[src/sv/psd_pkg.sv]
`timescale 1ns / 1ps

package psd_pkg;

   localparam int COORD_BITS      = 16;
   localparam int COORD_FRAC_BITS = 4;
   localparam int PARAM_FRAC_BITS = 16;
   localparam int OUT_FRAC        = 8;
   localparam int OUT_WIDTH       = 21;

   // Derived widths.
   localparam int DIFF_W    = COORD_BITS + 1;
   localparam int PROD_W    = 2 * DIFF_W;
   localparam int DOT_W     = PROD_W + 1;
   localparam int REM_W     = DOT_W + 1;
   localparam int T_W       = PARAM_FRAC_BITS + 1;
   localparam int RESID_W   = DIFF_W + T_W + 1;
   localparam int RES_SHIFT = PARAM_FRAC_BITS + COORD_FRAC_BITS - OUT_FRAC;
   localparam int RX_W      = RESID_W - RES_SHIFT;
   localparam int SQ_W      = 2 * RX_W;
   localparam int SUM_W     = SQ_W + 1;
   localparam int ROOT_W    = (SUM_W + 1) / 2;
   localparam int RAD_W     = 2 * ROOT_W;
   localparam int CMP_W     = (ROOT_W > OUT_WIDTH) ? ROOT_W : OUT_WIDTH;

   // Stage counts of the pipeline sections.
   localparam int FRONT_LAT = 3;
   localparam int RESID_LAT = 4;
   localparam int PIPE_LAT  = FRONT_LAT + PARAM_FRAC_BITS + RESID_LAT + ROOT_W + 1;

   typedef enum logic [1:0] {
      T_ZERO = 2'd0,
      T_ONE  = 2'd1,
      T_DIV  = 2'd2
   } t_mode_type;

   typedef struct packed {
      logic                     valid;
      t_mode_type               mode;
      logic signed [DOT_W-1:0]  num;
      logic [DOT_W-1:0]         den;
      logic signed [DIFF_W-1:0] wx;
      logic signed [DIFF_W-1:0] wy;
      logic signed [DIFF_W-1:0] dx;
      logic signed [DIFF_W-1:0] dy;
   } front_out_type;

   typedef struct packed {
      logic                     valid;
      logic [T_W-1:0]           t;
      logic signed [DIFF_W-1:0] wx;
      logic signed [DIFF_W-1:0] wy;
      logic signed [DIFF_W-1:0] dx;
      logic signed [DIFF_W-1:0] dy;
   } param_out_type;

   typedef struct packed {
      logic             valid;
      logic [RAD_W-1:0] radicand;
   } resid_out_type;

endpackage

[src/sv/psd_divider.sv]
`timescale 1ns / 1ps

module psd_divider import psd_pkg::*; (
   input  logic          clock,
   input  logic          reset,
   input  front_out_type in,
   output param_out_type out
);

   typedef struct packed {
      t_mode_type                   mode;
      logic [REM_W-1:0]             rem;
      logic [PARAM_FRAC_BITS-1:0]   q;
      logic [DOT_W-1:0]             den;
      logic signed [DIFF_W-1:0]     wx;
      logic signed [DIFF_W-1:0]     wy;
      logic signed [DIFF_W-1:0]     dx;
      logic signed [DIFF_W-1:0]     dy;
   } div_stage_type;

   logic          valid_ff [PARAM_FRAC_BITS];
   div_stage_type stage_ff [PARAM_FRAC_BITS];
   div_stage_type head;

   // Restoring division, one quotient bit per stage, most significant first.
   always_comb begin
      head.mode = in.mode;
      head.rem  = (in.mode == T_DIV) ? REM_W'(unsigned'(in.num)) : '0;
      head.q    = '0;
      head.den  = in.den;
      head.wx   = in.wx;
      head.wy   = in.wy;
      head.dx   = in.dx;
      head.dy   = in.dy;
   end

   for (genvar k = 0; k < PARAM_FRAC_BITS; k++) begin : g_stage
      div_stage_type src, stage_in;
      logic          src_valid;
      if (k == 0) begin : g_first
         assign src       = head;
         assign src_valid = in.valid;
      end else begin : g_next
         assign src       = stage_ff[k-1];
         assign src_valid = valid_ff[k-1];
      end

      always_comb begin
         logic [REM_W-1:0] sh;
         sh       = {src.rem[REM_W-2:0], 1'b0};
         stage_in = src;
         if (sh >= {1'b0, src.den}) begin
            stage_in.rem = sh - {1'b0, src.den};
            stage_in.q   = {src.q[PARAM_FRAC_BITS-2:0], 1'b1};
         end else begin
            stage_in.rem = sh;
            stage_in.q   = {src.q[PARAM_FRAC_BITS-2:0], 1'b0};
         end
      end

      always_ff @(posedge clock) begin
         if (reset) begin
            valid_ff[k] <= 1'b0;
         end else begin
            valid_ff[k] <= src_valid;
         end
         stage_ff[k] <= stage_in;
      end
   end

   always_comb begin
      div_stage_type last;
      last      = stage_ff[PARAM_FRAC_BITS-1];
      out.valid = valid_ff[PARAM_FRAC_BITS-1];
      out.wx    = last.wx;
      out.wy    = last.wy;
      out.dx    = last.dx;
      out.dy    = last.dy;
      unique case (last.mode)
         T_ONE:   out.t = T_W'(1) << PARAM_FRAC_BITS;
         T_DIV:   out.t = {1'b0, last.q};
         default: out.t = '0;
      endcase
   end

endmodule

[config.mk]
export PLATFORM = sky130hd
export DESIGN_NAME = psd_divider
export DESIGN_NICKNAME = d
export VERILOG_FILES = /design/src/sv/psd_pkg.sv /design/src/sv/psd_divider.sv
export SDC_FILE = /design/constraint.sdc
export NUM_CORES = 2
export LEC_CHECK = 0
export BUFFER_PORTS_ARGS = -buffer_cell sky130_fd_sc_hd__clkbuf_2
export CAP_MARGIN = 20
export CORE_AREA = 8 8 408 410
export CTS_BUF_LIST = sky130_fd_sc_hd__clkbuf_16
export DETAILED_ROUTE_END_ITERATION = 10
export DIE_AREA = 0 0 416 418
export PLACE_DENSITY = 0.72
export SYNTH_ARGS = -nofsm -noshare
export SYNTH_HDL_FRONTEND = slang
export SYNTH_SLANG_ARGS = --single-unit
[constraint.sdc]
create_clock -name clock -period 9.5 [get_ports clock]
set_clock_uncertainty 0.2 [all_clocks]
set_input_delay 0.95 -clock clock [delete_from_list [all_inputs] [get_ports clock]]
set_output_delay 0.95 -clock clock [all_outputs]
set_load 0.05 [all_outputs]
---- Word level (Yosys, flattened, before mapping) ----
Memory sizes are Yosys's and may differ from the RTL's.
Cells that the tools add are included.
storage, ports and cells
  memory bits (writable) .................. 2528
  input bits .............................. 143
  flip-flop bits (word level) ............. 0
  output and inout bits ................... 86
  logic and storage cells ................. 90
  memories ................................ 2
memory list
  memory    depth  bits a word  rd ports  clocked after Yosys merged registers in  write ports  RTL line           RTL
  stage_ff  16     157          16        0                                        16           psd_divider.sv:22  div_stage_type stage_ff [PARAM_FRAC_BITS];
  valid_ff  16     1            16        0                                        16           psd_divider.sv:21  logic valid_ff [PARAM_FRAC_BITS];
cells by class
  multiplexer cells ....................... 37
  $add $sub $neg .......................... 16
  bitwise gates (word level) .............. 16
  order comparisons ....................... 16
  equal/unequal tests ..................... 3
operators with widths
  kind                                                             count
  52-bit two-way mux                                               16
  36-bit by 35-bit greater-or-equal comparator with 1-bit output   16
  36-bit by 35-bit subtractor with 36-bit output                   16
  35-bit two-way mux                                               1
  17-bit case mux with 2 select lines                              1
  1-bit two-way mux                                                19
  1-bit OR                                                         16
  2-bit == test, second input constant                             2
  2-bit by 1-bit == test with 1-bit output, second input constant  1

---- Depth between registers and ports, before layout ----
  depth in word-level cells ............... 4
  gate-level depth with buffers ........... 16
  gate-level depth less buffers ........... 14

---- Least setup slack after synthesis ----
OpenSTA, ideal clock, no wires.
  path kind ............................... input-to-reg
  from .................................... input in[139] in the netlist's numbering
  to ...................................... memory stage_ff[0][133] in the netlist's numbering
  data required time ...................... 9179 ps
  path buffers ............................ 2
  arrival time ............................ 4385 ps
  setup slack ............................. 4794 ps
  stages on the path ...................... 15
  setup time .............................. 121 ps
  cell sequence ........................... nor2b_1 > clkbuf_1 > and2_1 > ha_1 > a21o_1 > a21oi_1 > o21bai_1 > a211oi_1 > a21oi_1 > a221oi_1 > o21ai_0 > a31oi_1 > o211ai_1 > buf_2 > mux2_2
RTL lines
  item             RTL line           RTL
  start, declared  psd_divider.sv:6   input front_out_type in,
  end, declared    psd_divider.sv:22

==> metrics.txt <==
status=completed; CTS Root Buffer Type=clkbuf_16; CTS tree=yes; met3 usage=2.968%; IO buf count=228; DIE AREA=173900 um2; clock power share=26.4%; cell accounting for the most synthesized area=dfxtp_1; maximum vdd drop=0.2222 mV; DRC=0; Sw Ratio=33.31%; share of flip-flops with an asynchronous set or reset=0%; DIE HEIGHT=418 um; post-route core utilization=59.13%; routability cong.=0.8974; clk sinks=2322; CTS Buf Count=222; slowest cell on the critical path=dlygate4sd3_1; hold_ws=0.08782 ns; switching power=11.33 mW; # IOs=229; RSZ-0062 raised after global routing=no; synth top area cells=dfxtp_1, ha_1, mux2_2; initial cell density of the core=51.82%; Warnings, synthesis=0; worst relative slew slack=31.73%; mapped cell area=82730 um2; final setup fails=0; Final min period=5.004 ns; sequential fraction of the synthesis area=56.19%; most used flip-flop cell after synthesis=dfxtp_1; CP Class=in2reg; filler cell count=13070; Power per Cell Area=360.3 nW/um2; layout cells sized above 1=10.92%; Iter 0 DRT Violations=3102; Min-Delay Path Class=reg2reg; Gate Count Post-Synth=7743; WL/cell=15.30 um; DP HPWL=116800 um; number of H-tree levels=4; Die Span X=416 um; Fin Setup TNS=0 ns; Initial DRT Pass Iterations=6; Clock Path Buffers=3; ant diodes=0; dominant cell by count in the synthesized netlist=dfxtp_1; met2 usage in global routing=32.74%; maxcap violations=0; max incr delay on CP=0.52 ns; Synth cell types=80; CTS Hold Buffers Added=104; Sequential Power Share=36.5%; total number of vias=52640; Critical Path RT=10.02 ns; P_leak=43.44 nW; DRT Wirelength=158700 um; Post-synth EDFFs=0; antenna violations before repair=1; GRT Overall Usage=17.61%; # resized after CTS=0; syn nets=8461; GRT busiest layer=met2; Synth top area share=56.19%; internal power=22.68 mW; fin. max-slew vios=0; fmax=199.8 MHz; met1 Use GR=19.00%; Critical Path Start Type=input port; Core Region=159600 um2; Comb power frac=37.0%; FP Rows=147; Area Overhead vs Synth=14.10%; vias in the first global route=53250; Seq cells post-synth=2322; Post-synth top cells=dfxtp_1, inv_1, a21oi_1, ha_1; Critical Path Sink Type=register; Worst Path Max Fanout=33; global-route wire length before repair=257200 um; post-route ant nets=0; WP data arrival=5.53 ns; vias per cell=5.075; Final Cycle Share=52.67%; Worst-Skew Late Latency=0.84 ns; Clock transition at path regs=0.06 ns; largest net degree at the start of global routing=71; Post-CTS Setup Inserts=0; gr ovfl total=0; crit path cell chain=dlygate4sd3_1, clkbuf_2, nor2b_1, buf_4, and2_1, ha_1, a21o_1, a21oi_1, o21bai_1, a211oi_1, a21oi_1, a221oi_1, o21ai_0, a31oi_1, o211ai_1, buf_4, mux2_2; Final Hold Fails=0; Worst Tran Pin Value=0.9982 ns; syn avg cell area=10.69 um2; Final #Nets=8807
==> worst max-delay path, delay by kind of cell <==
kind / cells / cell delay [ns]
AO/OA/AOI/OAI: 9 / 2.32
adder cells (fa/ha/maj): 1 / 0.27
buffers and inverters: 4 / 1.27
multiplexers: 1 / 0.31
AND/OR/NAND/NOR: 2 / 0.37
==> layer usage <==
metal	wire (um)	vias up	share of wire, %
li1	-	27020	-
met1	65060	24030	41
met2	79590	1134	50
met3	5417	456	3.4
met4	8607	0	5.4
met5	0	-	0
==> worst paths after layout <==
| kind | to | slack (ns) | from | depth (start not counted) |
|---|---|---|---|---|
| max reg2reg | stage_ff[1][751] | 4.80 | stage_ff[1][590] | 14 |
| min | stage_ff[1][528] | 0.09 | stage_ff[1][371] | 0 |
| max | stage_ff[0][151] | 4.50 | in[139] | 17 |
| min reg2reg | stage_ff[1][528] | 0.09 | stage_ff[1][371] | 0 |
==> flip-flops by register name, indices dropped and copies added (netlist names) <==
register  cells
valid_ff     16
stage_ff   2306
==> per-stage QoR <==
step                std cells  area [um2]  total power [mW]  worst slack, ns
finish                  10370       94400             34.01            4.496
global route            10370       94400             36.26            4.247
CTS                     10370       94360             34.23            4.607
detailed placement       9845       85570             24.97            4.217
global placement         9845       85570             24.75            4.208
floorplan                7743       82730             22.29            4.794
==> placed cells by master, fill, tap and decap left out, types with 73 or more instances in the layout <==
master	instances
a21o_1	297
a21oi_1	576
and2_1	80
clkbuf_16	223
clkbuf_2	228
dfxtp_1	2322
dlygate4sd3_1	104
ha_1	560
inv_1	729
mux2_2	263
nand2_1	367
nand2b_1	95
nand3_1	101
nand4_1	88
nor2_1	367
nor2b_1	108
nor3_1	83
o21a_1	73
o21ai_0	366
xnor2_1	292
xor2_1	172
==> power groups by stage <==
stage / clock, mW / sequential (mW) / combinational [mW]
2_1_floorplan: 0 / 12.3 / 9.99
3_5_place_dp: 0 / 12.6 / 12.3
4_1_cts: 9.28 / 12.4 / 12.5
6_report: 8.99 / 12.4 / 12.6
5_1_grt: 9.68 / 12.6 / 14.0
3_3_place_gp: 0 / 12.6 / 12.1
==> cell families (layout without fill, tap and decap cells) <==
logic type                 Yosys count  after routing  share of synthesized area (%)
muxes                              306            306                          4.141
buffers and inverters              925           1467                          4.561
DFF                               2322           2322                          56.19
adders and majority gates          575            575                          8.832
AOI/OAI and AO/OA                 1711           1711                          12.86
and+or+nand+nor                   1440           1440                          8.513
xor gates and xnor gates           464            464                          4.912
==> cell type report <==
cell class / instances / area (um2) / area share [%]
Tap cell: 2086 / 2610 / 2.765
Inverter: 692 / 2597 / 2.752
Clock buffer: 223 / 5580 / 5.912
Clock inverter: 197 / 2168 / 2.297
Multi-Input combinational cell: 4496 / 32580 / 34.51
Sequential cell: 2322 / 46480 / 49.24
Timing Repair Buffer: 355 / 2380 / 2.521
Note: power is estimated with default switching activity, not from simulation.
