`src/sv/psd_pkg.sv`:
```
`timescale 1ns / 1ps

package psd_pkg;

   localparam int COORD_BITS      = 16;
   localparam int COORD_FRAC_BITS = 4;
   localparam int PARAM_FRAC_BITS = 16;
   localparam int OUT_FRAC        = 8;
   localparam int OUT_WIDTH       = 21;

   // Derived widths.
   localparam int DIFF_W    = COORD_BITS + 1;
   localparam int PROD_W    = 2 * DIFF_W;
   localparam int DOT_W     = PROD_W + 1;
   localparam int REM_W     = DOT_W + 1;
   localparam int T_W       = PARAM_FRAC_BITS + 1;
   localparam int RESID_W   = DIFF_W + T_W + 1;
   localparam int RES_SHIFT = PARAM_FRAC_BITS + COORD_FRAC_BITS - OUT_FRAC;
   localparam int RX_W      = RESID_W - RES_SHIFT;
   localparam int SQ_W      = 2 * RX_W;
   localparam int SUM_W     = SQ_W + 1;
   localparam int ROOT_W    = (SUM_W + 1) / 2;
   localparam int RAD_W     = 2 * ROOT_W;
   localparam int CMP_W     = (ROOT_W > OUT_WIDTH) ? ROOT_W : OUT_WIDTH;

   // Stage counts of the pipeline sections.
   localparam int FRONT_LAT = 3;
   localparam int RESID_LAT = 4;
   localparam int PIPE_LAT  = FRONT_LAT + PARAM_FRAC_BITS + RESID_LAT + ROOT_W + 1;

   typedef enum logic [1:0] {
      T_ZERO = 2'd0,
      T_ONE  = 2'd1,
      T_DIV  = 2'd2
   } t_mode_type;

   typedef struct packed {
      logic                     valid;
      t_mode_type               mode;
      logic signed [DOT_W-1:0]  num;
      logic [DOT_W-1:0]         den;
      logic signed [DIFF_W-1:0] wx;
      logic signed [DIFF_W-1:0] wy;
      logic signed [DIFF_W-1:0] dx;
      logic signed [DIFF_W-1:0] dy;
   } front_out_type;

   typedef struct packed {
      logic                     valid;
      logic [T_W-1:0]           t;
      logic signed [DIFF_W-1:0] wx;
      logic signed [DIFF_W-1:0] wy;
      logic signed [DIFF_W-1:0] dx;
      logic signed [DIFF_W-1:0] dy;
   } param_out_type;

   typedef struct packed {
      logic             valid;
      logic [RAD_W-1:0] radicand;
   } resid_out_type;

endpackage

```
`src/sv/psd_isqrt.sv`:
```
`timescale 1ns / 1ps

module psd_isqrt import psd_pkg::*; (
   input  logic              clock,
   input  logic              reset,
   input  resid_out_type     in,
   output logic              out_valid,
   output logic [ROOT_W-1:0] out_root
);

   localparam int REMQ_W = ROOT_W + 2;

   logic              valid_ff [ROOT_W];
   logic [RAD_W-1:0]  rad_ff   [ROOT_W];
   logic [REMQ_W-1:0] rem_ff   [ROOT_W];
   logic [ROOT_W-1:0] root_ff  [ROOT_W];

   // Digit-by-digit square root, one root bit per stage.
   for (genvar k = 0; k < ROOT_W; k++) begin : g_stage
      logic              src_valid;
      logic [RAD_W-1:0]  src_rad;
      logic [REMQ_W-1:0] src_rem;
      logic [ROOT_W-1:0] src_root;
      logic [REMQ_W-1:0] rem_in;
      logic [ROOT_W-1:0] root_in;
      if (k == 0) begin : g_first
         assign src_valid = in.valid;
         assign src_rad   = in.radicand;
         assign src_rem   = '0;
         assign src_root  = '0;
      end else begin : g_next
         assign src_valid = valid_ff[k-1];
         assign src_rad   = rad_ff[k-1];
         assign src_rem   = rem_ff[k-1];
         assign src_root  = root_ff[k-1];
      end

      always_comb begin
         logic [REMQ_W-1:0] r2, trial;
         r2    = {src_rem[REMQ_W-3:0], src_rad[RAD_W-1 -: 2]};
         trial = {src_root, 2'b01};
         if (r2 >= trial) begin
            rem_in  = r2 - trial;
            root_in = {src_root[ROOT_W-2:0], 1'b1};
         end else begin
            rem_in  = r2;
            root_in = {src_root[ROOT_W-2:0], 1'b0};
         end
      end

      always_ff @(posedge clock) begin
         if (reset) begin
            valid_ff[k] <= 1'b0;
         end else begin
            valid_ff[k] <= src_valid;
         end
         rad_ff[k]  <= {src_rad[RAD_W-3:0], 2'b00};
         rem_ff[k]  <= rem_in;
         root_ff[k] <= root_in;
      end
   end

   assign out_valid = valid_ff[ROOT_W-1];
   assign out_root  = root_ff[ROOT_W-1];

endmodule

```
`config.mk`:
```
export PLATFORM = sky130hd
export DESIGN_NAME = psd_isqrt
export DESIGN_NICKNAME = d
export VERILOG_FILES = /design/src/sv/psd_pkg.sv /design/src/sv/psd_isqrt.sv
export SDC_FILE = /design/constraint.sdc
export NUM_CORES = 2
export LEC_CHECK = 0
export BUFFER_PORTS_ARGS = -buffer_cell sky130_fd_sc_hd__buf_2
export CORE_ASPECT_RATIO = 1.1
export CORE_UTILIZATION = 56
export CTS_BUF_LIST = sky130_fd_sc_hd__clkbuf_16
export DETAILED_ROUTE_END_ITERATION = 10
export PLACE_DENSITY = 0.76
export SYNTH_ARGS = -nofsm -noshare
export SYNTH_HDL_FRONTEND = slang
export SYNTH_SLANG_ARGS = --single-unit
```
`constraint.sdc`:
```
create_clock -name clock -period 3.21 [get_ports clock]
set_clock_uncertainty 0.05 [all_clocks]
set_input_delay 0.1605 -clock clock [delete_from_list [all_inputs] [get_ports clock]]
set_output_delay 0.1605 -clock clock [all_outputs]
set_load 0.05 [all_outputs]
```
# After elaboration in Yosys (flattened, before gate mapping)
# Memory sizes are Yosys's and may differ from the RTL's.
# Index checks and enable logic that the tools add are counted.
dict set report op_classes {
  addsub 24
  n_lt_le_gt_ge 24
  muxes 75
  bitwise_logic 24
}
# cell n
set ops {}
lappend ops {{2-to-1 mux 26 bit} 24}
lappend ops {{greater-or-equal comparator 26 bit} 23}
lappend ops {{subtractor 26 bit} 23}
lappend ops {{2-to-1 mux 1 bit} 51}
lappend ops {{bitwise OR 1 bit} 24}
lappend ops {{subtractor 2 x 1 -> 3 bit (second input constant)} 1}
lappend ops {{greater-or-equal comparator 2 x 1 -> 1 bit (second input constant)} 1}
dict set report word_totals {
  regBits 0
  ramBits 2328
  in_bits 51
  out_inout_bits 25
  elab_cells 151
  n_memories 4
}
# memory depth word_bits rd rd_ports_with_merged_regs wr line
set mem_list {}
lappend mem_list {rad_ff 24 46 23 0 24 psd_isqrt.sv:14} ;# logic [RAD_W-1:0] rad_ff [ROOT_W];
lappend mem_list {rem_ff 24 26 23 0 24 psd_isqrt.sv:15} ;# logic [REMQ_W-1:0] rem_ff [ROOT_W];
lappend mem_list {root_ff 24 24 24 0 24 psd_isqrt.sv:16} ;# logic [ROOT_W-1:0] root_ff [ROOT_W];
lappend mem_list {valid_ff 24 1 24 0 24 psd_isqrt.sv:13} ;# logic valid_ff [ROOT_W];

# Longest topological paths before layout
dict set report logic_depth {
  depth_word 3
  mapped_depth 13
  ltp_nobuf 11
}

# Least setup slack after synthesis
# OpenSTA, ideal clock, no wires.
dict set report synth_timing {
  path_kind {register to register}
  start {mem root_ff[20][0] (netlist bit)}
  end {mem rem_ff[21][16] (netlist bit)}
  setup_ns 0.121
  t_arrival_ns 2.914
  t_required_ns 3.039
  setup_slack_ns 0.125
  path_stages_with_launch 13
  n_path_buf 1
  synth_period_minus_slack_ns 3.085
  cell_sequence {dfxtp_1 > inv_1 > ha_1 > nor2b_1 > o31a_1 > o21ai_0 > nand2b_1 > a31o_2 > a21oi_1 > o21ai_0 > a211oi_2 > buf_2 > mux2_2}
}
# element line
set synth_rtl {}
lappend synth_rtl {{from (decl)} psd_isqrt.sv:16}
lappend synth_rtl {{to (decl)} psd_isqrt.sv:15}

==> impl_metrics.toml <==
[grt]
antenna_found_initial = 0
grt_overflow_total = 0
grt_pass1_vias = 33810
grt_usage_pct = 21.44
grt_max_degree = 37
grt_pass1_wl_um = 160000

[floorplanning]
ios = 76
core-area_mm2 = 0.08921
die-width_um = 288.0
die_h_um = 316.5
die-area_mm2 = 0.09115
rows = 115
start_util_pct = 56.46

[finish]
layout.nets = 5538
area_growth_syn_to_layout_pct = 15.51
antenna_cells = 0
drive_above_1_share_pct = 9.100
design_area_mm2 = 0.05818
fin_cells = 6445
final_core_util_pct = 65.22

[detailed_routing]
vias = 33860
drc_errors = 0
drtPass1Iterations = 7
vias_per_cell = 5.254
routed_wirelength_um = 97780
antenna_left = 0
drt_iter0_markers = 1935
wl_per_cell_um = 15.17

[clock_network]
root_buffer = "clkbuf_16"
clk_pin_slew_ps = 70
htree_levels = 4
cts_made_buffers = 137
cts_tree = "done"
cts.sinks = 1398
cts_max_path_buffers = 3
insertion_delay_ps = 730

[placement]
dp_slack_ps = 62.77
gp_congestion = 0.9207
io_buffers = 75
place_area_mm2 = 0.05251
dp_cells = 6092
post-dp-hpwl_um = 68950

[power]
cellInternalPower_mw = 33.53
power_frac_comb_pct = 18.8
leakage_nw = 27.50
p_seq_share_pct = 47.5
total_power_mw = 47.01
peakVddDrop_uv = 769.1
p_clk_share_pct = 33.8
power_density_mw_per_mm2 = 807.9
p_switching_mw = 13.48
switching_share_pct = 28.68

[yosys]
synth_fp_nets = 5245
ys_top_cells_by_count = "1398 x dfxtp_1, 403 x inv_1, 325 x ha_1"
synth-seq-cells = 1398
netlist_instances = 4869
synth_top_area_share_pct = 55.56
synth_edf_count = 0
synthArstFlopShare_pct = 0
netlist_top_cells_area = "dfxtp_1 56%, ha_1 8.1%, xnor2_1 3.9%"
synth.largest_area_cell = "dfxtp_1"
syn_area_mm2 = 0.05037
synth.most_common_cell = "dfxtp_1"
ys_warn_count = 0
syn_avg_cell_area_um2 = 10.34
synth_cell_types = 87
yosys_most_used_dff = "dfxtp_1"
yosysSeqAreaShare_pct = 55.56

[critical_path]
crit_arrival_ps = 3660
critPathMaxStageDelay_ps = 410
critPathSlowestCell = "a311o_1"
cp-end-kind = "register"
worstPathCellList = "inv_1 -> ha_1 -> nor2b_1 -> o2111ai_1 -> nand3_1 -> a311o_1 -> a31o_2 -> a221o_1 -> nor2_4 -> buf_12 -> mux2i_1"
path_class = "register to register"
crit_fanout = 31
startpoint_type = "register"
cp.required_ps = 3820

[sta]
setup_slack_ps = 163.0
fmax_ghz = 0.3282
fin_crit_ps = 3047
relSlewSlack_pct = 47.20
setup_tns_ps = 0
period_share_pct = 94.92
setup_violations = 0
final_max_slew_viol_count = 0
tightestPinTransition_ps = 772.0
fin_hold_ws_ps = 33.99
hold_viol = 0

[outcome]
status = "finished, final reports clean"

[job]
maxCapViolations = 0

[min_path]
hold_class = "input port to register"
==> what timing repair did <==
item                                    in CTS  in global routing
gates resized for setup                      0                 22
endpoints found under the setup margin       0                 81
endpoints found under the hold margin       73                  0
hold buffers                                95                  0
buffers inserted                             0                  5
==> per-layer routing <==
layer  wire length, um  global-route usage, %  vias to the layer above  part of all wire (%)
met5                 0                      0                        -                     0
met1             40910                  24.51                    15680                    42
li1                  -                      -                    17210                     -
met2             49360                  38.89                      720                    50
met3              3751                  3.727                      249                   3.8
met4              3751                  9.656                        0                   3.8
==> worst max-delay path: cells and delay by family (launching register included) <==
| kind | cells | cell delay [ps] |
|---|---|---|
| multiplexers | 1 | 190 |
| flip-flops | 1 | 330 |
| adder cells (fa/ha/maj) | 1 | 320 |
| AND/OR/NAND/NOR | 3 | 500 |
| AO/OA/AOI/OAI | 4 | 1350 |
| buffers and inverters | 2 | 230 |
==> kinds of logic (layout without fill, tap and decap cells) <==
family	Yosys count	count (layout)	synth area share [%]
flip-flops	1398	1398	55.56
AND/OR/NAND/NOR	1210	1210	11.90
AO/OA/AOI/OAI	944	944	11.63
buffers and inverters	488	894	3.679
XOR/XNOR	420	420	7.318
adder cells (fa/ha/maj)	325	325	8.073
multiplexers	83	83	1.828
other	1	1	0.007445
==> cell usage in the layout, fill, tap and decap left out, types with 19 or more instances in the layout <==
cell type	instances
nand2b_1	69
a211oi_1	19
nor3_1	97
xor2_1	195
o31ai_1	25
xnor2_1	224
inv_1	429
buf_4	59
o21bai_1	21
dfxtp_1	1397
or4_1	20
clkbuf_16	139
ha_1	325
o21ai_0	267
o21a_1	56
or2_2	22
nor4_1	55
nor2_1	303
nand3_1	65
a21oi_1	272
nor2b_1	72
nand2_1	311
o211ai_1	20
or3_1	41
a31oi_1	33
buf_2	75
and3_1	26
clkinv_1	28
a21o_1	101
dlygate4sd3_1	95
mux2_2	72
nand4_1	46
==> final cells by class <==
class                   count  area, um2
multi-input cells        2983      20660
flip-flops and latches   1398      27990
well taps                1170       1464
repair buffers            239       1974
clock inverters           114       1126
inverters                 403       1513
fillers                  6888      31030
clock buffers             138       3453
==> power groups by stage <==
stage                     registers, mW  logic [mW]  clock network, mW
final                              22.3        8.83               15.9
after floorplan                    22.0        6.71                  0
after global placement             22.6        8.34                  0
after global routing               22.6        9.89               17.0
after CTS                          22.3        8.72               16.2
after detailed placement           22.7        8.53                  0
==> state kept, by name, summed over array words and instances (netlist names) <==
| register | count |
|---|---|
| root_ff | 300 |
| valid_ff | 24 |
| rem_ff | 522 |
| rad_ff | 552 |
==> path summary, 6_finish.rpt <==
kind / from / to / slack, ps / cells after the start
max: root_ff[19][0] / rem_ff[20][1] / 160 / 11
min: in[17] / rad_ff[0][17] / 30 / 2
max reg2reg: root_ff[19][0] / rem_ff[20][1] / 160 / 11
min reg2reg: rad_ff[9][40] / rad_ff[9][88] / 270 / 0
Power figures use the tool's default switching activity.
