### src/sv/psd_pkg.sv
`timescale 1ns / 1ps

package psd_pkg;

   localparam int COORD_BITS      = 16;
   localparam int COORD_FRAC_BITS = 4;
   localparam int PARAM_FRAC_BITS = 16;
   localparam int OUT_FRAC        = 8;
   localparam int OUT_WIDTH       = 21;

   // Derived widths.
   localparam int DIFF_W    = COORD_BITS + 1;
   localparam int PROD_W    = 2 * DIFF_W;
   localparam int DOT_W     = PROD_W + 1;
   localparam int REM_W     = DOT_W + 1;
   localparam int T_W       = PARAM_FRAC_BITS + 1;
   localparam int RESID_W   = DIFF_W + T_W + 1;
   localparam int RES_SHIFT = PARAM_FRAC_BITS + COORD_FRAC_BITS - OUT_FRAC;
   localparam int RX_W      = RESID_W - RES_SHIFT;
   localparam int SQ_W      = 2 * RX_W;
   localparam int SUM_W     = SQ_W + 1;
   localparam int ROOT_W    = (SUM_W + 1) / 2;
   localparam int RAD_W     = 2 * ROOT_W;
   localparam int CMP_W     = (ROOT_W > OUT_WIDTH) ? ROOT_W : OUT_WIDTH;

   // Stage counts of the pipeline sections.
   localparam int FRONT_LAT = 3;
   localparam int RESID_LAT = 4;
   localparam int PIPE_LAT  = FRONT_LAT + PARAM_FRAC_BITS + RESID_LAT + ROOT_W + 1;

   typedef enum logic [1:0] {
      T_ZERO = 2'd0,
      T_ONE  = 2'd1,
      T_DIV  = 2'd2
   } t_mode_type;

   typedef struct packed {
      logic                     valid;
      t_mode_type               mode;
      logic signed [DOT_W-1:0]  num;
      logic [DOT_W-1:0]         den;
      logic signed [DIFF_W-1:0] wx;
      logic signed [DIFF_W-1:0] wy;
      logic signed [DIFF_W-1:0] dx;
      logic signed [DIFF_W-1:0] dy;
   } front_out_type;

   typedef struct packed {
      logic                     valid;
      logic [T_W-1:0]           t;
      logic signed [DIFF_W-1:0] wx;
      logic signed [DIFF_W-1:0] wy;
      logic signed [DIFF_W-1:0] dx;
      logic signed [DIFF_W-1:0] dy;
   } param_out_type;

   typedef struct packed {
      logic             valid;
      logic [RAD_W-1:0] radicand;
   } resid_out_type;

endpackage

### src/sv/psd_residual.sv
`timescale 1ns / 1ps

module psd_residual import psd_pkg::*; (
   input  logic          clock,
   input  logic          reset,
   input  param_out_type in,
   output resid_out_type out
);

   logic                      va_ff, vb_ff, vc_ff, vd_ff;
   logic signed [RESID_W-1:0] tx_ff, ty_ff;
   logic signed [DIFF_W-1:0]  wx_ff, wy_ff;
   logic [RX_W-1:0]           ax_ff, ay_ff, ax_in, ay_in;
   logic [SQ_W-1:0]           sqx_ff, sqy_ff;
   logic [RAD_W-1:0]          sum_ff;

   // Residual per axis: w * 2^P - t * d, floored to Q.8, then its magnitude.
   always_comb begin
      logic signed [RESID_W-1:0] rx, ry;
      logic signed [RX_W-1:0]    sx, sy;
      rx    = (RESID_W'(wx_ff) <<< PARAM_FRAC_BITS) - tx_ff;
      ry    = (RESID_W'(wy_ff) <<< PARAM_FRAC_BITS) - ty_ff;
      sx    = RX_W'(rx >>> RES_SHIFT);
      sy    = RX_W'(ry >>> RES_SHIFT);
      ax_in = sx[RX_W-1] ? RX_W'(0) - unsigned'(sx) : unsigned'(sx);
      ay_in = sy[RX_W-1] ? RX_W'(0) - unsigned'(sy) : unsigned'(sy);
   end

   always_ff @(posedge clock) begin
      if (reset) begin
         va_ff <= 1'b0;
         vb_ff <= 1'b0;
         vc_ff <= 1'b0;
         vd_ff <= 1'b0;
      end else begin
         va_ff <= in.valid;
         vb_ff <= va_ff;
         vc_ff <= vb_ff;
         vd_ff <= vc_ff;
      end
      tx_ff  <= RESID_W'(signed'({1'b0, in.t}) * in.dx);
      ty_ff  <= RESID_W'(signed'({1'b0, in.t}) * in.dy);
      wx_ff  <= in.wx;
      wy_ff  <= in.wy;
      ax_ff  <= ax_in;
      ay_ff  <= ay_in;
      sqx_ff <= ax_ff * ax_ff;
      sqy_ff <= ay_ff * ay_ff;
      sum_ff <= RAD_W'(sqx_ff) + RAD_W'(sqy_ff);
   end

   assign out.valid    = vd_ff;
   assign out.radicand = sum_ff;

endmodule

### config.mk
export PLATFORM = sky130hd
export DESIGN_NAME = psd_residual
export DESIGN_NICKNAME = d
export VERILOG_FILES = /design/src/sv/psd_pkg.sv /design/src/sv/psd_residual.sv
export SDC_FILE = /design/constraint.sdc
export NUM_CORES = 2
export LEC_CHECK = 0
export ABC_AREA = 1
export BUFFER_PORTS_ARGS = -buffer_cell sky130_fd_sc_hd__clkbuf_2
export CAP_MARGIN = 30
export CORE_MARGIN = 8
export CORE_UTILIZATION = 53
export CTS_CLUSTER_SIZE = 8
export DETAILED_ROUTE_END_ITERATION = 10
export GPL_TIMING_DRIVEN = 0
export PLACE_DENSITY = 0.74
export SLEW_MARGIN = 20
export SYNTH_ARGS = -nofsm -noshare
export SYNTH_HDL_FRONTEND = slang
export SYNTH_SLANG_ARGS = --single-unit
### constraint.sdc
create_clock -name clock -period 7.7 [get_ports clock]
set_input_delay 2.31 -clock clock [delete_from_list [all_inputs] [get_ports clock]]
set_output_delay 2.31 -clock clock [all_outputs]
set_load 0.05 [all_outputs]
* Word level (Yosys, flattened, before mapping)
Cells that the tools add are included. Widths: inputs -> output; s select.
Storage, ports and cells: register bits after elaboration 293, output and inout port bits 49, word-level logic and storage cells 26
Cells by class: $add $sub $neg 5, multiply operators 4, mux-type cells 2
Operators by type and width (number):
- $mul 23x23->46 | 2
- $mul 18x17->35 | 2
- $sub 33x35->35 | 2
- $add 46x46->47 | 1
- $sub 1x23->23 const A | 2
- $mux 22 | 2

* Logic depth before layout (Yosys ltp)
depth after elaboration 3, depth in mapped cells 29, mapped depth without buffers 27

* Worst setup path after synthesis
OpenSTA, ideal clock, no wires.
path kind input-to-reg, start point in in[2] (netlist bit), end point reg ty_ff[27], library setup time 0.072 ns, data arrival time 7.466 ns, data required time 7.628 ns, path slack 0.163 ns, stages on the path 24, buffers on the path 2, cells stage by stage clkbuf_1 > clkbuf_1 > nand2_1 > fa_1 > inv_1 > fa_1 > inv_1 > fa_1 > inv_1 > fa_1 > inv_1 > fa_1 > inv_1 > fa_1 > ha_1 > nand2_1 > inv_1 > nand3_1 > o21ai_0 > nand2_1 > nand2_1 > nor2_1 > o21ai_0 > xor2_1
Between the ends: longest elaborated chain between the ends 1
Ends and longest elaborated chain:
- start, declared | line psd_residual.sv:6 | input param_out_type in,
- $mul 18x17->35 | line psd_residual.sv:42 | ty_ff <= RESID_W'(signed'({1'b0, in.t}) * in.dy);
- end signal, assigned | line psd_residual.sv:42
- end, declared | line psd_residual.sv:11 | logic signed [RESID_W-1:0] tx_ff, ty_ff;
No other way between the ends. A chain may end at the register's enable or synchronous reset.

* Final worst setup path
start point in in[26] (netlist bit), end point reg tx_ff[31]
Between the ends: longest elaborated chain between the ends 1
Ends and longest elaborated chain:
- $mul 18x17->35 | line psd_residual.sv:41 | tx_ff <= RESID_W'(signed'({1'b0, in.t}) * in.dx);
- end signal, assigned | line psd_residual.sv:41
- end, declared | line psd_residual.sv:11
No other way between the ends.

==> summary.md <==
| Metric | Value |
|---|---|
| Multi-input gate area | `49460 um^2` |
| Final period utilization | `0.9783` |
| CTS tree | `yes` |
| Fin nets | `10.60k` |
| Gpl congestion | `0.9829` |
| Register Area | `5826 um^2` |
| Slowest cell on the critical path | `fa_1` |
| Antenna viol nets, final | `0` |
| Yosys Warn Count | `0` |
| Commonest non-fill, non-tap cell in the layout | `inv_1` |
| I/O pins | `137` |
| Post-synth EDFFs | `0` |
| Most frequent cells in the layout | `inv_1 (2424), nand2_1 (1981), fa_1 (1219)` |
| FF+latch count, synth | `291` |
| WL/cell | `18.16 um` |
| Core ar. | `123000 um^2` |
| Vias post-DR | `53.51k` |
| Post-DP HPWL | `160.4 mm` |
| GRT Overall Usage | `0.2771` |
| Max Cap Viol | `0` |
| Slowest Stage Delay on Critical Path | `0.60 ns` |
| Rel. slew slack | `0.3329` |
| FFs w/ async S/R, synth | `0` |
| Crit-path max FO | `10` |
| Crit end category | `flop` |
| CP Launch Type | `input port` |
| Via-to-Cell Ratio | `5.217` |
| Worst slack, placed | `-0.8931 ns` |
| Clock skew | `0.06278 ns` |
| CTS H-tree depth | `2` |
| Post-CTS Setup Bufs | `0` |
| First-pass GRT wire length | `298.2 mm` |
| Yosys top cell by area | `fa_1` |
| Area Growth Syn to Fin | `6.017%` |
| Status | `finished clean` |
| Hold buffers post-CTS | `0` |
| Clock Latency Late Sink | `0.62 ns` |
| F_max | `0.1328 GHz` |
| CP bufs+invs | `3` |
| Yosys cell types | `46` |
| CP Cell Sequence | `clkbuf_1 > clkbuf_2 > nand2_1 > fa_1 > fa_1 > fa_1 > fa_1 > fa_1 > inv_1 > fa_1 > ha_1 > nand2_1 > nand2_1 > a31oi_1 > o21ai_0 > a221oi_1 > nand2_1 > xor2_1` |
| Clock Pin Slew Worst Setup and Hold Paths | `0.05 ns` |
| Final count of negative-setup-slack endpoints | `0` |
| Layout filler cell count | `11.60k` |
| Grt met3 use | `0.05178` |
| Most used cell along the critical path | `fa_1` |
| # rows | `129` |
| DRC violations left | `0` |
| Initial DRC Count | `3930` |
| Hold Crit Class | `reg2reg` |
| Grt met1 use | `0.3418` |
| Setup CP Type | `in2reg` |
| Vias in the first global route | `56.90k` |
| Input/output buffers | `86` |
| Top-area cell type share of the netlist area | `0.3734` |
| RSZ-0062 raised after global routing | `true` |
| Register area share after synthesis | `0.08914` |
| CP arrival | `7.99 ns` |
| Largest net degree at the start of global routing | `12` |
| Top_reg_cell synth | `dfxtp_1` |
| Final WL | `186.3 mm` |
| Drt pass-1 iters | `6` |
| Grt total ovfl | `0` |
| CP top delay family | `adder cells` |
| Clk buf depth | `3` |
| Ratio of cells with drive above 1 in the final layout | `0.03866` |
| Avg Cell Area, Syn | `7.715 um^2` |
| Die ar. | `134800 um^2` |
| Main area contributors after synthesis | `fa_1 (37%), inv_1 (14%), ha_1 (13%)` |
| Final Critical Period | `7.533 ns` |
| Final Hold Fails | `0` |
| Root buffer cell | `clkbuf_16` |
| Netlist Area Pre-Place | `65350 um^2` |
| Initial Util | `0.5314` |
| Die W | `367.1 um` |
| Mapped Cells | `8471` |
| Worst-Margin Slew | `1.001 ns` |
| Clock sinks | `291` |
| Die Y | `367.1 um` |
| Met2 GRT Util | `0.4732` |
| Initial antenna violation count | `8` |
| TritonCTS Buffers | `44` |
| Slew Limit Fails | `0` |
| Final setup margin | `0.1672 ns` |
| Critical Path RT | `8.16 ns` |
| Syn_nets | `10.47k` |
| GR peak layer | `met2` |
==> sequential cells by signal, indices dropped and copies added (netlist names), 23 cells and up <==
register  flops
ay_ff        23
ty_ff        35
sqx_ff       45
sum_ff       47
sqy_ff       45
ax_ff        23
tx_ff        35
==> timing repair <==
item	4_1_cts	5_1_grt
resized for setup	29	192
hold endpoints to repair	0	0
cloned	0	0
setup endpoints to repair	17	50
==> worst min-delay path, stage by stage, from the launching register on <==
cell,delay (ns)
dfxtp_1,0.29
inv_1,0.04
nor2_1,0.03
==> through the flow <==
stage	utilization	hold WS, ns	TNS [ns]	area (um^2)	std cells
6_report	0.5633	0.4010	0	69280	10260
3_3_place_gp	0.5515	0.3916	-21.31	67830	10190
4_1_cts	0.5621	0.4028	0	69130	10250
5_1_grt	0.5632	0.4154	-0.02261	69270	10250
2_1_floorplan	-	0.3854	0	65350	8471
3_5_place_dp	0.5515	0.3979	-23.52	67830	10190
==> metal layers <==
layer / part of all wire / wire (um)
met1: 0.39 / 73120
met2: 0.48 / 88950
met3: 0.079 / 14680
met4: 0.051 / 9519
met5: 0.00021 / 39
==> Yosys cell counts (2+ instances only) <==
library cell  count
and3_1            9
ha_1            688
dfxtp_1         291
nand2_1        1981
or2_2             5
o221ai_1          7
buf_6             2
a21boi_0          6
nor3_1           39
inv_1          2424
a221oi_1          6
o21ai_1          15
a211oi_1          4
a21oi_1         266
buf_4             2
xor2_1          155
o21a_1           14
clkbuf_1        233
buf_2             2
xnor2_1          87
nand4_1          42
a21o_1           29
and2_1            4
nand3_1         197
a31oi_1          47
inv_2            15
nand2_2          23
fa_1           1219
o211ai_1         10
o21ai_0         142
nand3b_1          3
nor2_2           27
nor4_1            8
o21ai_2           3
o31ai_1           4
nor2_1          423
a31o_2            2
buf_1             2
o21bai_1         28
==> worst paths after layout <==
path / slack [ns] / depth (start not counted) / startpoint / end
setup / recovery: 0.17 / 18 / in[26] / tx_ff[31]$_DFF_P_
hold / removal: 0.40 / 2 / vc_ff$_SDFF_PP0_ / vd_ff$_SDFF_PP0_
hold reg to reg: 0.40 / 2 / vc_ff$_SDFF_PP0_ / vd_ff$_SDFF_PP0_
setup reg to reg: 0.30 / 23 / ay_ff[10]$_DFF_P_ / sqy_ff[38]$_DFF_P_
==> kinds of logic after synthesis <==
logic type,after synthesis,synth area share
and+or+nand+nor,2763,0.1681
buffers and inverters,2680,0.1543
adders and majority gates,1907,0.5051
AOI/OAI and AO/OA,587,0.05079
DFF,291,0.08914
xor gates and xnor gates,242,0.03243
other,1,0.00005738
==> cell type report <==
type                    instances  share of cell area
multi-input cells            5500              0.7138
clock inverters                 4           0.0008488
plain buffers                 241             0.01569
inverters                    2439              0.1321
well taps                    1637             0.02956
repair buffers                 86            0.006212
clock buffers                  52             0.01737
diodes                          7           0.0002528
flip-flops and latches        291             0.08408
Power is not shown: default switching activity piles up to over one toggle a cycle in this logic, so the estimate is an artifact.
