File: config.mk
export PLATFORM = sky130hd
export DESIGN_NAME = psd_front
export DESIGN_NICKNAME = d
export VERILOG_FILES = /design/src/sv/psd_pkg.sv /design/src/sv/psd_front.sv
export SDC_FILE = /design/constraint.sdc
export NUM_CORES = 2
export LEC_CHECK = 0
export BUFFER_PORTS_ARGS = -buffer_cell sky130_fd_sc_hd__buf_2
export CORE_ASPECT_RATIO = 2
export CORE_MARGIN = 5
export CORE_UTILIZATION = 44
export DETAILED_ROUTE_END_ITERATION = 10
export HOLD_SLACK_MARGIN = 0.1
export PLACE_DENSITY = 0.57
export SYNTH_ARGS = -nofsm -noshare
export SYNTH_HDL_FRONTEND = slang
export SYNTH_SLANG_ARGS = --single-unit
File: constraint.sdc
create_clock -name clock -period 21.4 [get_ports clock]
set_input_delay 1.07 -clock clock [delete_from_list [all_inputs] [get_ports clock]]
set_output_delay 1.07 -clock clock [all_outputs]
set_load 0.03 [all_outputs]
File: src/sv/psd_pkg.sv
`timescale 1ns / 1ps

package psd_pkg;

   localparam int COORD_BITS      = 16;
   localparam int COORD_FRAC_BITS = 4;
   localparam int PARAM_FRAC_BITS = 16;
   localparam int OUT_FRAC        = 8;
   localparam int OUT_WIDTH       = 21;

   // Derived widths.
   localparam int DIFF_W    = COORD_BITS + 1;
   localparam int PROD_W    = 2 * DIFF_W;
   localparam int DOT_W     = PROD_W + 1;
   localparam int REM_W     = DOT_W + 1;
   localparam int T_W       = PARAM_FRAC_BITS + 1;
   localparam int RESID_W   = DIFF_W + T_W + 1;
   localparam int RES_SHIFT = PARAM_FRAC_BITS + COORD_FRAC_BITS - OUT_FRAC;
   localparam int RX_W      = RESID_W - RES_SHIFT;
   localparam int SQ_W      = 2 * RX_W;
   localparam int SUM_W     = SQ_W + 1;
   localparam int ROOT_W    = (SUM_W + 1) / 2;
   localparam int RAD_W     = 2 * ROOT_W;
   localparam int CMP_W     = (ROOT_W > OUT_WIDTH) ? ROOT_W : OUT_WIDTH;

   // Stage counts of the pipeline sections.
   localparam int FRONT_LAT = 3;
   localparam int RESID_LAT = 4;
   localparam int PIPE_LAT  = FRONT_LAT + PARAM_FRAC_BITS + RESID_LAT + ROOT_W + 1;

   typedef enum logic [1:0] {
      T_ZERO = 2'd0,
      T_ONE  = 2'd1,
      T_DIV  = 2'd2
   } t_mode_type;

   typedef struct packed {
      logic                     valid;
      t_mode_type               mode;
      logic signed [DOT_W-1:0]  num;
      logic [DOT_W-1:0]         den;
      logic signed [DIFF_W-1:0] wx;
      logic signed [DIFF_W-1:0] wy;
      logic signed [DIFF_W-1:0] dx;
      logic signed [DIFF_W-1:0] dy;
   } front_out_type;

   typedef struct packed {
      logic                     valid;
      logic [T_W-1:0]           t;
      logic signed [DIFF_W-1:0] wx;
      logic signed [DIFF_W-1:0] wy;
      logic signed [DIFF_W-1:0] dx;
      logic signed [DIFF_W-1:0] dy;
   } param_out_type;

   typedef struct packed {
      logic             valid;
      logic [RAD_W-1:0] radicand;
   } resid_out_type;

endpackage

File: src/sv/psd_front.sv
`timescale 1ns / 1ps

module psd_front import psd_pkg::*; (
   input  logic                         clock,
   input  logic                         reset,
   input  logic                         in_valid,
   input  logic signed [COORD_BITS-1:0] seg_start_x,
   input  logic signed [COORD_BITS-1:0] seg_start_y,
   input  logic signed [COORD_BITS-1:0] seg_end_x,
   input  logic signed [COORD_BITS-1:0] seg_end_y,
   input  logic signed [COORD_BITS-1:0] query_x,
   input  logic signed [COORD_BITS-1:0] query_y,
   output front_out_type                out
);

   logic                     v1_ff, v2_ff, v3_ff;
   logic signed [DIFF_W-1:0] dx1_ff, dy1_ff, wx1_ff, wy1_ff;
   logic signed [DIFF_W-1:0] dx2_ff, dy2_ff, wx2_ff, wy2_ff;
   logic signed [PROD_W-1:0] pwx_ff, pwy_ff, pdx_ff, pdy_ff;
   front_out_type            out_ff, out_in;

   // Differences, products, then the two dot products and the case of t.
   always_ff @(posedge clock) begin
      if (reset) begin
         v1_ff <= 1'b0;
         v2_ff <= 1'b0;
         v3_ff <= 1'b0;
      end else begin
         v1_ff <= in_valid;
         v2_ff <= v1_ff;
         v3_ff <= v2_ff;
      end
      dx1_ff <= DIFF_W'(seg_end_x) - DIFF_W'(seg_start_x);
      dy1_ff <= DIFF_W'(seg_end_y) - DIFF_W'(seg_start_y);
      wx1_ff <= DIFF_W'(query_x) - DIFF_W'(seg_start_x);
      wy1_ff <= DIFF_W'(query_y) - DIFF_W'(seg_start_y);
      pwx_ff <= wx1_ff * dx1_ff;
      pwy_ff <= wy1_ff * dy1_ff;
      pdx_ff <= dx1_ff * dx1_ff;
      pdy_ff <= dy1_ff * dy1_ff;
      dx2_ff <= dx1_ff;
      dy2_ff <= dy1_ff;
      wx2_ff <= wx1_ff;
      wy2_ff <= wy1_ff;
      out_ff <= out_in;
   end

   always_comb begin
      logic signed [DOT_W-1:0] num;
      logic signed [DOT_W-1:0] den;
      num = DOT_W'(pwx_ff) + DOT_W'(pwy_ff);
      den = DOT_W'(pdx_ff) + DOT_W'(pdy_ff);
      out_in.valid = v2_ff;
      out_in.num   = num;
      out_in.den   = den;
      out_in.wx    = wx2_ff;
      out_in.wy    = wy2_ff;
      out_in.dx    = dx2_ff;
      out_in.dy    = dy2_ff;
      priority if (den == '0 || num <= 0) begin
         out_in.mode = T_ZERO;
      end else if (num >= den) begin
         out_in.mode = T_ONE;
      end else begin
         out_in.mode = T_DIV;
      end
   end

   always_comb begin
      out       = out_ff;
      out.valid = v3_ff;
   end

endmodule

After elaboration in Yosys (flattened, before gate mapping):

Index checks and enable logic that the tools add are counted.

* bits in registers: 415
* output and inout bits: 141
* input bits: 99
* logic and storage cells: 37

* reductions and logical operators: 2
* add/sub/neg operators: 6
* multiplexer cells: 1
* multiply operators: 4
* $lt $le $gt $ge: 2

Operators with widths (count)
* $mul A17 B17 Y34: 4
* $add A34 B34 Y35: 2
* $sub A16 B16 Y17: 4
* $ge A35 B35 Y1: 1
* $le A35 B1 Y1 const B: 1
* $logic_not A35 Y1: 1
* $mux W2: 1
* $logic_or A1 B1 Y1: 1

Logic depth before layout (Yosys ltp):

* word-level depth: 3
* depth in mapped cells: 28
* gate-level depth less buffers: 26

Least setup slack after synthesis:

Ideal clock, no wire load.

* path type: register -> register
* start: register dy1_ff[10]
* end: register pdy_ff[33]
* buffers on the path: 2
* clock period less this slack: 6707 ps
* library setup time: 72 ps
* data required time: 21328 ps
* arrival time: 6635 ps
* slack: 14693 ps
* cell stages (with the launch flop): 27
* cell sequence: dfxtp_1 clkbuf_1 clkbuf_1 nand2_1 fa_1 inv_1 fa_1 inv_1 fa_1 inv_1 fa_1 fa_1 inv_1 fa_1 inv_1 ha_1 a21o_1 a21o_1 or3_1 or3_1 a21oi_1 o21ai_0 a41oi_1 a211o_1 o2111ai_1 a21oi_1 xnor2_1

* longest elaborated chain between the ends: 1

RTL lines
* start, declared: RTL line psd_front.sv:17 `logic signed [DIFF_W-1:0] dx1_ff, dy1_ff, wx1_ff, wy1_ff;`
* start signal, assigned: RTL line psd_front.sv:34 `dy1_ff <= DIFF_W'(seg_end_y) - DIFF_W'(seg_start_y);`
* $mul A17 B17 Y34: RTL line psd_front.sv:40 `pdy_ff <= dy1_ff * dy1_ff;`
* end signal, assigned: RTL line psd_front.sv:40
* end, declared: RTL line psd_front.sv:19 `logic signed [PROD_W-1:0] pwx_ff, pwy_ff, pdx_ff, pdy_ff;`

No other way between the ends.
A chain may end at the register's enable or synchronous reset.

Final worst setup path:

* start: register dy1_ff[12]
* end: register pdy_ff[33]

Same word-level chain as after synthesis.

==> out/metrics.cfg <==
[clocking]
htree_levels = 2
holdBufCountCts = 0
clk_latency_ps = 640
cts_buffers = 46
clkTransAtPathRegs_ps = 70
post-cts-setup-buffers = 0
cts_tree = built
cts_root_buf = clkbuf_16
post_cts_resized = 0
cts_buffer_depth = 3
cts.sinks = 411

[route]
drt-vias-per-instance = 5.06
drtIter0Drc = 1430
drc_errors = 0
via_count = 39509
ant_nets = 0
wl_per_cell_um = 19.5
drt_wl_total_um = 152000
drtPass1Iterations = 5

[setup_path]
setup.worst_path.start_class = flip-flop
cpMostUsedCell = fa_1
regToRegSetupSlack_ps = 13650
required_ps = 21930
arrival_ps = 8280
critPathBufInv = 4
r2r-start = dy1_ff[12]
r2r_cells = 23
max_stage_delay_ps = 680
cp.depth = 23
slowest_stage = dfxtp_1
crit_chain = buf_4 > nand2_1 > fa_1 > fa_1 > fa_1 > inv_1 > fa_1 > fa_1 > inv_1 > fa_1 > inv_1 > ha_1 > a21o_1 > a21o_1 > or3_1 > or3_1 > a21oi_1 > o21ai_0 > a41oi_1 > a211o_1 > o2111ai_1 > a21oi_1 > xnor2_1
cp_max_fo = 22
crit_path_end_kind = flip-flop
setup.worst_path.class = flip-flop to flip-flop
r2r-end = pdy_ff[33]
cpLargestDelayFamily = adder cells

[timing]
tightestPinTransition_ps = 1100
hold_violations = 0
fin_setup_tns_ps = 0
period_share = 0.362
fmax_ghz = 0.129
rsz0062_at_grt = false
clock-skew-final_ps = 36.9
fin_crit_ps = 7750
relSlewSlack = 0.249
finalSetupViolCount = 0
drv_slew = 0

[logic_synthesis]
ys_warn_count = 0
synthAdderAreaFrac = 0.517
synth_edf_count = 0
avgSynthCellArea_um2 = 9.53
synth_xor_area_frac = 0.0385
synth_simple_gate_area_share = 0.125
synth_compound_area_frac = 0.0675
synth-seq-cells = 411
synth.most_common_cell = inv_1
syn-cell-area_um2 = 56400
synth-async-reset-ratio = 0
synth_top_family_by_area = adder cells
synth_common_cells = inv_1, fa_1, ha_1, nand2_1, dfxtp_1
synth.top_cell.area_share = 0.401
synthCells = 5913
syn_nets = 7664
muxShareOfSynthArea = 0.000710
ys.flop_type = dfxtp_1
seq_area_frac_synth = 0.146
ys_types = 70
synthTopCellsByArea = fa_1, dfxtp_1, ha_1, inv_1, and2_1
synth_top_area_cell = fa_1

[final_layout]
nets = 7835
area_growth_pct = 8.25
drive_gt1_frac = 0.0668
utilization = 0.479

[floorplan]
fp.dieW_um = 263
ios = 240
initial_core_util = 0.443
core-area_um2 = 127000
die_area_um2 = 136000
rows = 185
chipHeight_um = 516

[place]
gp_congestion = 0.965
hpwl_um = 126000
portBuffers = 239

[hold_path]
min_path_type = flip-flop to flip-flop
hold-path-endpoint = out[25]
min_path_cells = 0
hp-start = dx2_ff[8]

[grt]
track_usage = 0.226
grt_max_degree = 41
grt_pass1_wl_um = 239000
grt_pass1_vias = 45251
gr-total-overflow = 0
grt_antenna_before_repair = 16

[flow_run]
drv_cap = 0

[outcome]
outcome = complete, no violations

## layout by cell type, fill, tap and decap left out, drive strengths merged, types with 6 or more instances in the layout
cell type and n:
a211o 11, a211oi 19, a21boi 24, a21o 88, a21oi 162, a31o 14, a31oi 18, a41oi 6
and2 390, and3 23, and4 8, buf 284, clkbuf 58, clkinv 10, dfxtp 411, fa 1128
ha 524, inv 1434, nand2 507, nand2b 36, nand3 60, nand4 25, nor2 243, nor2b 42
nor3 35, nor4 10, o2111ai 7, o211ai 8, o21a 30, o21ai 103, o21bai 23, o22ai 7
o31ai 14, or2 16, or3 17, or4 8, xnor2 202, xor2 46
## how the worst max path moves through the flow
stage | start | end | slack, ps
after floorplan | dy1_ff[10] | pdy_ff[33] | 14690
after global placement | dy1_ff[12] | pdy_ff[33] | 13720
after detailed placement | dy1_ff[12] | pdy_ff[33] | 13580
after CTS | dy1_ff[12] | pdy_ff[33] | 13540
after global routing | dy1_ff[12] | pdy_ff[33] | 13240
final | dy1_ff[12] | pdy_ff[33] | 13650
## flip-flops by register name, indices dropped and copies added, names as in the netlist, 16 cells and up
signal  cells
wx1_ff     17
dy1_ff     17
pdy_ff     33
wy1_ff     17
pwy_ff     34
dx2_ff     16
wy2_ff     17
dx1_ff     17
out       140
pdx_ff     33
dy2_ff     16
pwx_ff     34
wx2_ff     17
## through the flow
step,worst slack [ps],hold WS [ps],cell area (um^2),std cells
2_1_floorplan,14690,310,56400,5913
3_3_place_gp,13720,310,59400,7717
4_1_cts,13540,317,61000,7805
6_report,13650,315,61000,7807
5_1_grt,13240,324,61000,7806
3_5_place_dp,13580,312,59400,7719
## per-layer routing
metal  up-vias  global-route usage  wire length [um]
met5         -                   0                13
met2       794               0.469             88500
met4         2               0.113              9640
li1      18205                   -                 -
met1     20119               0.216             49300
met3       389              0.0208              4460
## area by class of cell
| class | instances | area, um^2 |
|---|---|---|
| well taps | 1683 | 2110 |
| clock buffers | 58 | 1290 |
| clock inverters | 28 | 320 |
| inverters | 1423 | 5340 |
| diodes | 2 | 5.00 |
| fillers | 12269 | 66300 |
| flip-flops and latches | 411 | 8230 |
| multi-input cells | 3918 | 42200 |
| repair buffers | 284 | 1530 |
## worst register-to-register path, stage by stage (launching register included)
cell	delay, ps
dfxtp_1	680
buf_4	430
nand2_1	200
fa_1	530
fa_1	510
fa_1	510
inv_1	50
fa_1	480
fa_1	480
inv_1	50
fa_1	470
inv_1	40
ha_1	350
a21o_1	180
a21o_1	190
or3_1	300
or3_1	360
a21oi_1	250
o21ai_0	340
a41oi_1	550
a211o_1	250
o2111ai_1	140
a21oi_1	180
xnor2_1	150
## kinds of logic after synthesis
kind of cell	Yosys count
xor+xnor	248
flops	411
simple gates	1434
buf+inv	1584
mux	4
compound gates	580
fa+ha+maj	1652
Power is not shown: default switching activity piles up to over one toggle a cycle in this logic, so the estimate is an artifact.
